### src/rtl/lipd_pkg.sv
package lipd_pkg;

  localparam int MAX_CHANNELS = 4;
  localparam int CMDQ_DEPTH   = 4;
  localparam int CMDQ_AW      = 2;
  localparam int HIST_DEPTH   = 8;
  localparam int HIST_AW      = 3;
  localparam int INDEX_DEPTH  = 64;
  localparam int INDEX_AW     = 6;

  localparam logic [7:0] TAG_FULL_PIXEL = 8'hFF;
  localparam logic [3:0] TAG_DELTA_HI   = 4'hC;

  typedef struct packed {
    logic [7:0] data_byte;
    logic       end_of_stream;
  } in_t;

  typedef struct packed {
    logic [7:0] chan_zero;
    logic [7:0] chan_one;
    logic [7:0] chan_two;
    logic [7:0] chan_three;
    logic       run_final;
    logic       bad_tag;
  } out_t;

  typedef enum logic [2:0] {
    OP_NOP,
    OP_COPY,
    OP_INDEX,
    OP_PIXEL,
    OP_BAD
  } cmd_op_t;

  // arg: copy -> {back[2:0], len_m1[3:0]}, index -> {1'b0, slot[5:0]}
  typedef struct packed {
    cmd_op_t         op;
    logic            clear;
    logic [6:0]      arg;
    logic [3:0][7:0] chan_val;
    logic [3:0]      chan_rel;
  } cmd_t;

  function automatic logic [2:0] eff_channels(input logic [2:0] cnt);
    logic [2:0] n;
    n = cnt;
    if (n == 3'd0) n = 3'd1;
    if (n > 3'(MAX_CHANNELS)) n = 3'(MAX_CHANNELS);
    return n;
  endfunction

  function automatic logic [31:0] chan_mask(input logic [2:0] n);
    logic [31:0] m;
    m = '0;
    for (int i = 0; i < 4; i++) begin
      m[8*i +: 8] = (3'(i) < n) ? 8'hFF : 8'h00;
    end
    return m;
  endfunction

  // sign-magnitude delta folded into a mod-256 addend
  function automatic logic [7:0] delta_addend(input logic [6:0] mag, input logic plus);
    return plus ? {1'b0, mag} : (8'd0 - {1'b0, mag});
  endfunction

  function automatic logic [5:0] color_hash(input logic [31:0] px);
    logic [5:0] r;
    r = '0;
    for (int i = 0; i < 4; i++) begin
      r = r ^ px[8*i +: 6] ^ {4'b0000, px[8*i+6 +: 2]};
    end
    return r;
  endfunction

endpackage

### src/rtl/lipd_front.sv
module lipd_front (
  input  logic            clk,
  input  logic            rst_n,
  input  logic            accept,
  input  lipd_pkg::in_t   in_data,
  input  logic [2:0]      n_chan,
  output logic            cmd_push,
  output lipd_pkg::cmd_t  cmd
);

  typedef enum logic [1:0] {PH_RAW, PH_TAG, PH_DELTA} phase_t;

  phase_t          phase_r, phase_nxt;
  logic [2:0]      pos_r, pos_nxt;
  logic [3:0][7:0] val_r, val_nxt;
  logic [3:0]      rel_r, rel_nxt;
  logic [7:0]      b;
  logic            finish;
  logic [1:0]      p0, p1;

  always_comb begin
    b         = in_data.data_byte;
    phase_nxt = phase_r;
    pos_nxt   = pos_r;
    val_nxt   = val_r;
    rel_nxt   = rel_r;
    finish    = 1'b0;
    p0        = pos_r[1:0];
    p1        = pos_r[1:0] + 2'd1;
    cmd       = '0;
    cmd.op    = lipd_pkg::OP_NOP;

    unique case (phase_r)
      PH_RAW: begin
        if (pos_r < n_chan) begin
          val_nxt[p0] = b;
          rel_nxt[p0] = 1'b0;
          pos_nxt     = pos_r + 3'd1;
        end
        if (pos_nxt >= n_chan) finish = 1'b1;
      end
      PH_DELTA: begin
        if ({1'b0, pos_r} + 4'd2 <= {1'b0, n_chan}) begin
          val_nxt[p0] = lipd_pkg::delta_addend({4'b0000, b[2:0]}, b[3]);
          val_nxt[p1] = lipd_pkg::delta_addend({4'b0000, b[6:4]}, b[7]);
          rel_nxt[p0] = 1'b1;
          rel_nxt[p1] = 1'b1;
          pos_nxt     = pos_r + 3'd2;
        end else if (pos_r < n_chan) begin
          val_nxt[p0] = lipd_pkg::delta_addend(b[6:0], b[7]);
          rel_nxt[p0] = 1'b1;
          pos_nxt     = pos_r + 3'd1;
        end
        if (pos_nxt >= n_chan) finish = 1'b1;
      end
      default: begin
        if (!b[7]) begin
          cmd.op  = lipd_pkg::OP_COPY;
          cmd.arg = b[6:0];
        end else if (!b[6]) begin
          cmd.op  = lipd_pkg::OP_INDEX;
          cmd.arg = {1'b0, b[5:0]};
        end else if (b[7:4] == lipd_pkg::TAG_DELTA_HI) begin
          val_nxt    = '0;
          rel_nxt    = 4'b0001;
          val_nxt[0] = lipd_pkg::delta_addend({4'b0000, b[2:0]}, b[3]);
          pos_nxt    = 3'd1;
          if (n_chan <= 3'd1) finish = 1'b1;
          else phase_nxt = PH_DELTA;
        end else if (b == lipd_pkg::TAG_FULL_PIXEL) begin
          phase_nxt = PH_RAW;
          pos_nxt   = '0;
          val_nxt   = '0;
          rel_nxt   = '0;
        end else begin
          cmd.op = lipd_pkg::OP_BAD;
        end
      end
    endcase

    if (finish) begin
      cmd.op       = lipd_pkg::OP_PIXEL;
      cmd.chan_val = val_nxt;
      cmd.chan_rel = rel_nxt;
      phase_nxt    = PH_TAG;
      pos_nxt      = '0;
      val_nxt      = '0;
      rel_nxt      = '0;
    end

    cmd.clear = in_data.end_of_stream;
    if (in_data.end_of_stream) begin
      phase_nxt = PH_RAW;
      pos_nxt   = '0;
      val_nxt   = '0;
      rel_nxt   = '0;
    end

    cmd_push = accept && ((cmd.op != lipd_pkg::OP_NOP) || in_data.end_of_stream);
  end

  always_ff @(posedge clk) begin
    if (!rst_n) begin
      phase_r <= PH_RAW;
      pos_r   <= '0;
      val_r   <= '0;
      rel_r   <= '0;
    end else if (accept) begin
      phase_r <= phase_nxt;
      pos_r   <= pos_nxt;
      val_r   <= val_nxt;
      rel_r   <= rel_nxt;
    end
  end

endmodule

### src/rtl/lipd_cmd_fifo.sv
module lipd_cmd_fifo (
  input  logic            clk,
  input  logic            rst_n,
  input  logic            push,
  input  lipd_pkg::cmd_t  push_cmd,
  input  logic            pop,
  output logic            full,
  output logic            not_empty,
  output lipd_pkg::cmd_t  head
);

  lipd_pkg::cmd_t                entry_r [lipd_pkg::CMDQ_DEPTH];
  logic [lipd_pkg::CMDQ_AW-1:0]  wr_ptr_r, rd_ptr_r;
  logic [lipd_pkg::CMDQ_AW:0]    count_r;
  logic                          do_push, do_pop;

  assign full      = (count_r == (lipd_pkg::CMDQ_AW+1)'(lipd_pkg::CMDQ_DEPTH));
  assign not_empty = (count_r != '0);
  assign head      = entry_r[rd_ptr_r];
  assign do_push   = push && !full;
  assign do_pop    = pop && not_empty;

  always_ff @(posedge clk) begin
    if (do_push) entry_r[wr_ptr_r] <= push_cmd;
  end

  always_ff @(posedge clk) begin
    if (!rst_n) begin
      wr_ptr_r <= '0;
      rd_ptr_r <= '0;
      count_r  <= '0;
    end else begin
      if (do_push) wr_ptr_r <= wr_ptr_r + (lipd_pkg::CMDQ_AW)'(1);
      if (do_pop)  rd_ptr_r <= rd_ptr_r + (lipd_pkg::CMDQ_AW)'(1);
      if (do_push && !do_pop)      count_r <= count_r + (lipd_pkg::CMDQ_AW+1)'(1);
      else if (do_pop && !do_push) count_r <= count_r - (lipd_pkg::CMDQ_AW+1)'(1);
    end
  end

endmodule

### src/rtl/lipd_back.sv
module lipd_back (
  input  logic            clk,
  input  logic            rst_n,
  input  logic [2:0]      n_chan,
  input  logic            cmd_valid,
  input  lipd_pkg::cmd_t  head,
  output logic            cmd_pop,
  output logic            out_valid,
  input  logic            out_ready,
  output lipd_pkg::out_t  out_data
);

  typedef enum logic [1:0] {B_HEAD, B_COPY, B_IDX} bstate_t;

  bstate_t         state_r, state_nxt;
  logic [3:0]      cnt_r, cnt_nxt;
  logic [lipd_pkg::HIST_AW-1:0] back_r, back_nxt;
  logic            clr_pend_r, clr_pend_nxt;
  logic [31:0]     hist_r [lipd_pkg::HIST_DEPTH];
  logic [31:0]     idx_mem [lipd_pkg::INDEX_DEPTH];
  logic [lipd_pkg::INDEX_DEPTH-1:0] idx_vld_r;
  logic [31:0]     idx_q_r;
  logic            idx_hit_r;
  logic            out_valid_r;
  lipd_pkg::out_t  out_data_r;

  logic            slot_free, emit, em_bad, em_final, hist_push, clr;
  logic            mem_we, mem_re;
  logic [31:0]     mask, coded_px, copy_px, idx_px, em_px;
  logic [lipd_pkg::INDEX_AW-1:0] waddr, raddr;

  assign slot_free = !out_valid_r || out_ready;
  assign mask      = lipd_pkg::chan_mask(n_chan);
  assign copy_px   = hist_r[back_r] & mask;
  assign idx_px    = (idx_hit_r ? idx_q_r : 32'd0) & mask;
  assign waddr     = lipd_pkg::color_hash(coded_px);
  assign raddr     = head.arg[lipd_pkg::INDEX_AW-1:0];

  always_comb begin
    for (int i = 0; i < 4; i++) begin
      coded_px[8*i +: 8] = head.chan_rel[i] ? (hist_r[0][8*i +: 8] + head.chan_val[i])
                                            : head.chan_val[i];
    end
    coded_px = coded_px & mask;
  end

  always_comb begin
    state_nxt    = state_r;
    cnt_nxt      = cnt_r;
    back_nxt     = back_r;
    clr_pend_nxt = clr_pend_r;
    cmd_pop      = 1'b0;
    emit         = 1'b0;
    em_px        = '0;
    em_bad       = 1'b0;
    em_final     = 1'b0;
    hist_push    = 1'b0;
    mem_we       = 1'b0;
    mem_re       = 1'b0;
    clr          = 1'b0;

    unique case (state_r)
      B_HEAD: begin
        if (cmd_valid) begin
          unique case (head.op)
            lipd_pkg::OP_COPY: begin
              cmd_pop      = 1'b1;
              cnt_nxt      = head.arg[3:0];
              back_nxt     = head.arg[6:4];
              clr_pend_nxt = head.clear;
              state_nxt    = B_COPY;
            end
            lipd_pkg::OP_INDEX: begin
              cmd_pop      = 1'b1;
              mem_re       = 1'b1;
              clr_pend_nxt = head.clear;
              state_nxt    = B_IDX;
            end
            lipd_pkg::OP_PIXEL: begin
              if (slot_free) begin
                cmd_pop   = 1'b1;
                emit      = 1'b1;
                em_px     = coded_px;
                em_final  = 1'b1;
                hist_push = 1'b1;
                mem_we    = 1'b1;
                clr       = head.clear;
              end
            end
            lipd_pkg::OP_BAD: begin
              if (slot_free) begin
                cmd_pop  = 1'b1;
                emit     = 1'b1;
                em_bad   = 1'b1;
                em_final = 1'b1;
                clr      = head.clear;
              end
            end
            default: begin
              cmd_pop = 1'b1;
              clr     = head.clear;
            end
          endcase
        end
      end
      B_COPY: begin
        if (slot_free) begin
          emit      = 1'b1;
          em_px     = copy_px;
          hist_push = 1'b1;
          cnt_nxt   = cnt_r - 4'd1;
          if (cnt_r == 4'd0) begin
            em_final  = 1'b1;
            clr       = clr_pend_r;
            state_nxt = B_HEAD;
          end
        end
      end
      default: begin
        if (slot_free) begin
          emit      = 1'b1;
          em_px     = idx_px;
          hist_push = 1'b1;
          em_final  = 1'b1;
          clr       = clr_pend_r;
          state_nxt = B_HEAD;
        end
      end
    endcase
  end

  // color index storage: one write and one registered read per cycle
  always_ff @(posedge clk) begin
    if (mem_we) idx_mem[waddr] <= coded_px;
    if (mem_re) idx_q_r <= idx_mem[raddr];
  end

  always_ff @(posedge clk) begin
    if (!rst_n) begin
      state_r     <= B_HEAD;
      cnt_r       <= '0;
      back_r      <= '0;
      clr_pend_r  <= 1'b0;
      out_valid_r <= 1'b0;
      idx_vld_r   <= '0;
      idx_hit_r   <= 1'b0;
      for (int i = 0; i < lipd_pkg::HIST_DEPTH; i++) hist_r[i] <= '0;
    end else begin
      state_r    <= state_nxt;
      cnt_r      <= cnt_nxt;
      back_r     <= back_nxt;
      clr_pend_r <= clr_pend_nxt;
      if (mem_re) idx_hit_r <= idx_vld_r[raddr];
      if (emit) out_valid_r <= 1'b1;
      else if (out_ready) out_valid_r <= 1'b0;
      // end of image wipes history and index after the last result
      if (clr) begin
        idx_vld_r <= '0;
        for (int i = 0; i < lipd_pkg::HIST_DEPTH; i++) hist_r[i] <= '0;
      end else begin
        if (hist_push) begin
          for (int i = lipd_pkg::HIST_DEPTH-1; i > 0; i--) hist_r[i] <= hist_r[i-1];
          hist_r[0] <= em_px;
        end
        if (mem_we) idx_vld_r[waddr] <= 1'b1;
      end
    end
  end

  always_ff @(posedge clk) begin
    if (emit) begin
      out_data_r.chan_zero  <= em_px[7:0];
      out_data_r.chan_one   <= em_px[15:8];
      out_data_r.chan_two   <= em_px[23:16];
      out_data_r.chan_three <= em_px[31:24];
      out_data_r.run_final  <= em_final;
      out_data_r.bad_tag    <= em_bad;
    end
  end

  assign out_valid = out_valid_r;
  assign out_data  = out_data_r;

endmodule

### src/rtl/lossless_image_pixel_decoder.sv
// Byte-serial decoder for a QOI-style compressed pixel stream (header parsed
// by software). One compressed byte is taken per transaction on the in_
// channel; each decoded pixel leaves as one transaction on the out_ channel,
// with run_final marking the last pixel caused by a byte and bad_tag marking
// an unsupported tag. A front stage parses tags and gathers raw/delta bytes
// into commands; a 4-entry command queue decouples it from the back stage,
// which owns the 8-pixel history and the 64-entry color index. A byte that
// only extends a token is absorbed by the front stage; a copy token is
// loaded, then read from the history once per produced pixel; an index
// recall waits on the registered read of the index memory. Output is a
// registered stage, so the front keeps parsing while a result waits, until
// the queue fills and in_ready drops. end_of_stream clears history and
// index once the back stage finishes the command its byte carries; the
// index uses per-entry valid bits, so there is no clearing pass after reset
// or end of stream. cfg_wr_data (channel count, reset 4) may only change
// while no transaction is in flight; 0 acts as 1 and values above 4 as 4.
module lossless_image_pixel_decoder (
  input  logic            clk,
  input  logic            rst_n,
  input  logic            in_valid,
  output logic            in_ready,
  input  lipd_pkg::in_t   in_data,
  output logic            out_valid,
  input  logic            out_ready,
  output lipd_pkg::out_t  out_data,
  input  logic            cfg_wr_en,
  input  logic [2:0]      cfg_wr_data
);

  logic [2:0]     chan_cnt_r;
  logic [2:0]     n_chan;
  logic           q_full, q_not_empty, q_push, q_pop;
  lipd_pkg::cmd_t q_in, q_head;

  // channel count register
  always_ff @(posedge clk) begin
    if (!rst_n) begin
      chan_cnt_r <= 3'(lipd_pkg::MAX_CHANNELS);
    end else if (cfg_wr_en) begin
      chan_cnt_r <= cfg_wr_data;
    end
  end

  assign n_chan   = lipd_pkg::eff_channels(chan_cnt_r);
  // every byte may push one command, so the front only needs a free slot
  assign in_ready = !q_full;

  lipd_front u_front (
    .clk      (clk),
    .rst_n    (rst_n),
    .accept   (in_valid && in_ready),
    .in_data  (in_data),
    .n_chan   (n_chan),
    .cmd_push (q_push),
    .cmd      (q_in)
  );

  lipd_cmd_fifo u_queue (
    .clk       (clk),
    .rst_n     (rst_n),
    .push      (q_push),
    .push_cmd  (q_in),
    .pop       (q_pop),
    .full      (q_full),
    .not_empty (q_not_empty),
    .head      (q_head)
  );

  lipd_back u_back (
    .clk       (clk),
    .rst_n     (rst_n),
    .n_chan    (n_chan),
    .cmd_valid (q_not_empty),
    .head      (q_head),
    .cmd_pop   (q_pop),
    .out_valid (out_valid),
    .out_ready (out_ready),
    .out_data  (out_data)
  );

endmodule

### config.mk
export PLATFORM = sky130hd
export DESIGN_NAME = lossless_image_pixel_decoder
export DESIGN_NICKNAME = d
export VERILOG_FILES = /design/src/rtl/lipd_pkg.sv /design/src/rtl/lipd_front.sv /design/src/rtl/lipd_cmd_fifo.sv /design/src/rtl/lipd_back.sv /design/src/rtl/lossless_image_pixel_decoder.sv
export SDC_FILE = /design/constraint.sdc
export NUM_CORES = 2
export LEC_CHECK = 0
export CORE_MARGIN = 2
export CORE_UTILIZATION = 38
export CTS_BUF_LIST = sky130_fd_sc_hd__clkbuf_4 sky130_fd_sc_hd__clkbuf_8
export DETAILED_ROUTE_END_ITERATION = 8
export DONT_BUFFER_PORTS = 1
export PLACE_DENSITY = 0.51
export SLEW_MARGIN = 20
export SYNTH_ARGS = -nofsm -noshare
export SYNTH_HDL_FRONTEND = slang
export SYNTH_SLANG_ARGS = --single-unit
### constraint.sdc
create_clock -name clk -period 17.2 [get_ports clk]
set_input_delay 0.86 -clock clk [delete_from_list [all_inputs] [get_ports clk]]
set_output_delay 0.86 -clock clk [all_outputs]
set_load 0.005 [all_outputs]
==> reports/results.txt <==
most area-consuming cells after synthesis: edfxtp_1, mux4_2, dfxtp_1
number of vias after detailed routing: 59428
first-pass GRT wire length: 442 mm
min cycle time layout: 7.31 ns
Post-Synth Simple-Gate Area: 5.17%
vertical die dimension: 542 um
Gate power share: 39.1%
CTS sink count: 2690
Crit Path Class: flip-flop to flip-flop
Non-Filler Cell Area, Final: 124000 um2
pin count of the biggest net entering global routing: 105
CP startpoint kind: flip-flop
most common library cell in the layout ignoring fill and taps: edfxtp_1
number of nets at the end of the flow: 6424
part of the total power dissipated in the clock network: 22.8%
period utilisation layout: 42.5%
number of vias per cell after detailed routing: 5.67
xor and xnor fraction of the mapped netlist area: 0.550%
max cap viols: 0
buffer cell driving the clock tree root: clkbuf_8
total of endpoints with negative setup slack in the final report: 0
post-route clock skew: 0.0669 ns
areal power density over the cells: 194 nW/um2
most area-hungry cell type in the Yosys netlist: edfxtp_1
core area: 288000 um2
number of buffers added by the clock tree synthesis step: 446
worst path arrival time: 8.05 ns
headroom to the max-slew limit: 14.8%
run status: completed
first-iteration detailed-routing DRC count: 6235
IR drop worst, VDD: 640 uV
number of standard cells in the final layout excluding fillers: 10475
via count of the first global-routing pass: 60705
IO Pins: 53
compound-gate portion of the synthesized area: 5.46%
leakage power of the design: 40.0 nW
number of placement rows: 197
Mean Syn Cell Area: 18.0 um2
proportion of synthesized chip area in sequential cells: 71.4%
Max Clk Rate: 137 MHz
post-placement cell count: 9673
count of antenna-violating nets left after detailed routing: 0
fraction of registers with async set/reset: 0%
Net Sw Frac: 40.5%
instance count of the mapped netlist: 6122
post-synthesis sequential element count: 2690
critical path capture point type: flip-flop
transition at the pin with the smallest max-transition slack: 1.27 ns
HPWL reported at the end of detailed placement: 171 mm
main combinational cell family by area after synthesis: multiplexers
share of the synthesized area in the top cell type: 67.2%
worst-case reg-to-reg path depth: 15
synth warn: 0
clock insertion delay at the later pin of the skew report: 1.10 ns
Hold WC Path Type: input pin to flip-flop
fin. max-slew vios: 0
netlist area before placement: 110000 um2
Die Span X: 542 um
Top FF cell, synth: edfxtp_1
multiplexer area fraction after synthesis: 14.9%
drt wl/cell: 29.6 um
part of the total power dissipated in sequential elements: 38.1%
antenna violations before repair: 33
setup total negative slack: 0 ns
setup repair after global routing missed its margin: false
proportion of layout cells with a drive suffix above 1: 25.4%
Post-Synthesis Net Count: 6199
DRC violations left: 0
area share of fa/ha/maj cells after synthesis: 0.724%
placement-stage cell area: 115000 um2
overall overflow remaining after global route: 0
routability congestion estimate: 0.830
overall track demand over capacity in global routing: 20.9%
number of synthesized flops with an enable pin: 2462
effective utilization at floorplan: 38.2%
net load switching power: 0.00970 W
number of distinct library cell variants in the gate-level netlist after synthesis: 83
detailed-routing iteration count for the pre-antenna-repair pass: 5
maximum fanout along the worst path: 66
post-cts gate resize count: 0
final hold vios: 0
CTS tree: built
total internal power: 0.0142 W
wirelength, routed: 310 mm
layout overhead on the synthesized area: 12.4%
top library cells by usage in the layout, fill and taps aside: edfxtp_1, mux4_2, clkbuf_8, nand2_1, a21oi_1
required time at the endpoint of the critical path: 17.94 ns
Die Outline Area: 294000 um2
count of port buffers added during placement: 0
WHS Path Cells: 1
post-layout total power: 0.0239 W
H-tree lvl count: 5
clock transition time at the flip-flop clock pins of the worst setup and hold paths: 0.06 ns
maximum buffer depth of the clock tree: 4
## flip-flops by register name (all words and copies together), names as in the netlist, 3 cells and up, named ones only
name	flops
u_back.cnt_r	4
u_back.idx_mem	2048
u_back.out_data	34
u_front.rel_r	4
u_front.pos_r	3
u_queue.count_r	3
u_back.idx_q_r	32
chan_cnt_r	3
u_back.hist_r	256
u_back.back_r	3
u_queue.entry_r	188
u_front.val_r	32
u_back.idx_vld_r	64
## area by class of cell
type	count	area [um2]
clock inverters	171	998
clock buffers	614	7510
flip-flops and latches	2690	78500
multi-input cells	2978	30100
diodes	10	25.0
fillers	25407	164000
repair buffers	189	1540
well taps	3781	4730
inverters	42	158
## synth_stat cells, drive strengths merged (30+ instances only)
master / count
o21ai: 122
nor3: 107
a21oi: 318
a221o: 30
nor2b: 156
xnor2: 35
mux2i: 188
and2: 57
edfxtp: 2462
buf: 185
clkbuf: 227
dfxtp: 228
ha: 54
a211oi: 265
inv: 41
and3: 160
nor2: 182
a22o: 38
nand2: 366
mux4: 639
## worst max-delay path, stage by stage, from the launching register on
cell	delay [ns]
dfxtp_4	0.60
buf_4	0.62
mux4_2	0.61
ha_1	0.30
a211oi_1	0.38
o21ai_0	0.18
a31oi_1	0.25
xnor2_1	0.18
nor3b_1	0.29
o21a_2	0.16
buf_4	0.65
xnor2_1	0.46
xor2_4	0.86
buf_4	0.69
nor3_2	0.22
buf_4	0.37
## power groups by stage
stage               clock, W  combinational [W]  sequential (W)
global placement           0            0.00929         0.00923
CTS                  0.00561            0.00947         0.00911
detailed placement         0            0.00945         0.00924
floorplan                  0            0.00570         0.00914
global route         0.00589            0.00991         0.00915
finish               0.00547            0.00936         0.00911
## path summary, 6_finish.rpt
check | from | endpoint | slack, ns
worst min register to register | u_back.idx_vld_r[12]$_SDFFE_PP0P_ | u_back.idx_vld_r[12]$_SDFFE_PP0P_ | 0.45
worst max-delay path | flip-flop | u_back.idx_mem[48][1]$_DFFE_PP_ | 9.89
worst min-delay path | in_data[7] | u_queue.entry_r[1][42]$_DFFE_PP_ | 0.13
worst max register to register | flip-flop | u_back.idx_mem[48][1]$_DFFE_PP_ | 9.89
## metrics by stage
stage                     utilization (%)  hold WS [ns]  worst slack (ns)
after global routing                 42.9        0.0521              9.31
final                                42.9         0.132              9.89
after floorplan                         -         0.420              8.30
after CTS                            42.9        0.0197              9.70
after global placement               39.9         0.430              9.94
after detailed placement             39.9         0.439              9.82
## timing repair
item	4_1_cts	5_1_grt
hold endpoints to repair	76	0
hold buffers	7	0
setup buffers	0	0
## kinds of logic (layout without fill, tap and decap cells)
kind of cell | after synthesis | in the layout
DFF | 2690 | 2690
and+or+nand+nor | 1117 | 1117
AOI/OAI and AO/OA | 912 | 912
muxes | 836 | 836
buffers and inverters | 454 | 1016
adders and majority gates | 60 | 60
xor gates and xnor gates | 53 | 53
other | 0 | 10
## layer usage
metal,track usage [%],vias to the layer above,routed length [um]
li1,-,25237,-
met1,28.3,31553,130000
met2,34.8,2207,152000
met3,3.54,431,21000
met4,5.41,0,7490
met5,0,-,0
No activity file was read; power rests on OpenSTA's default activity.
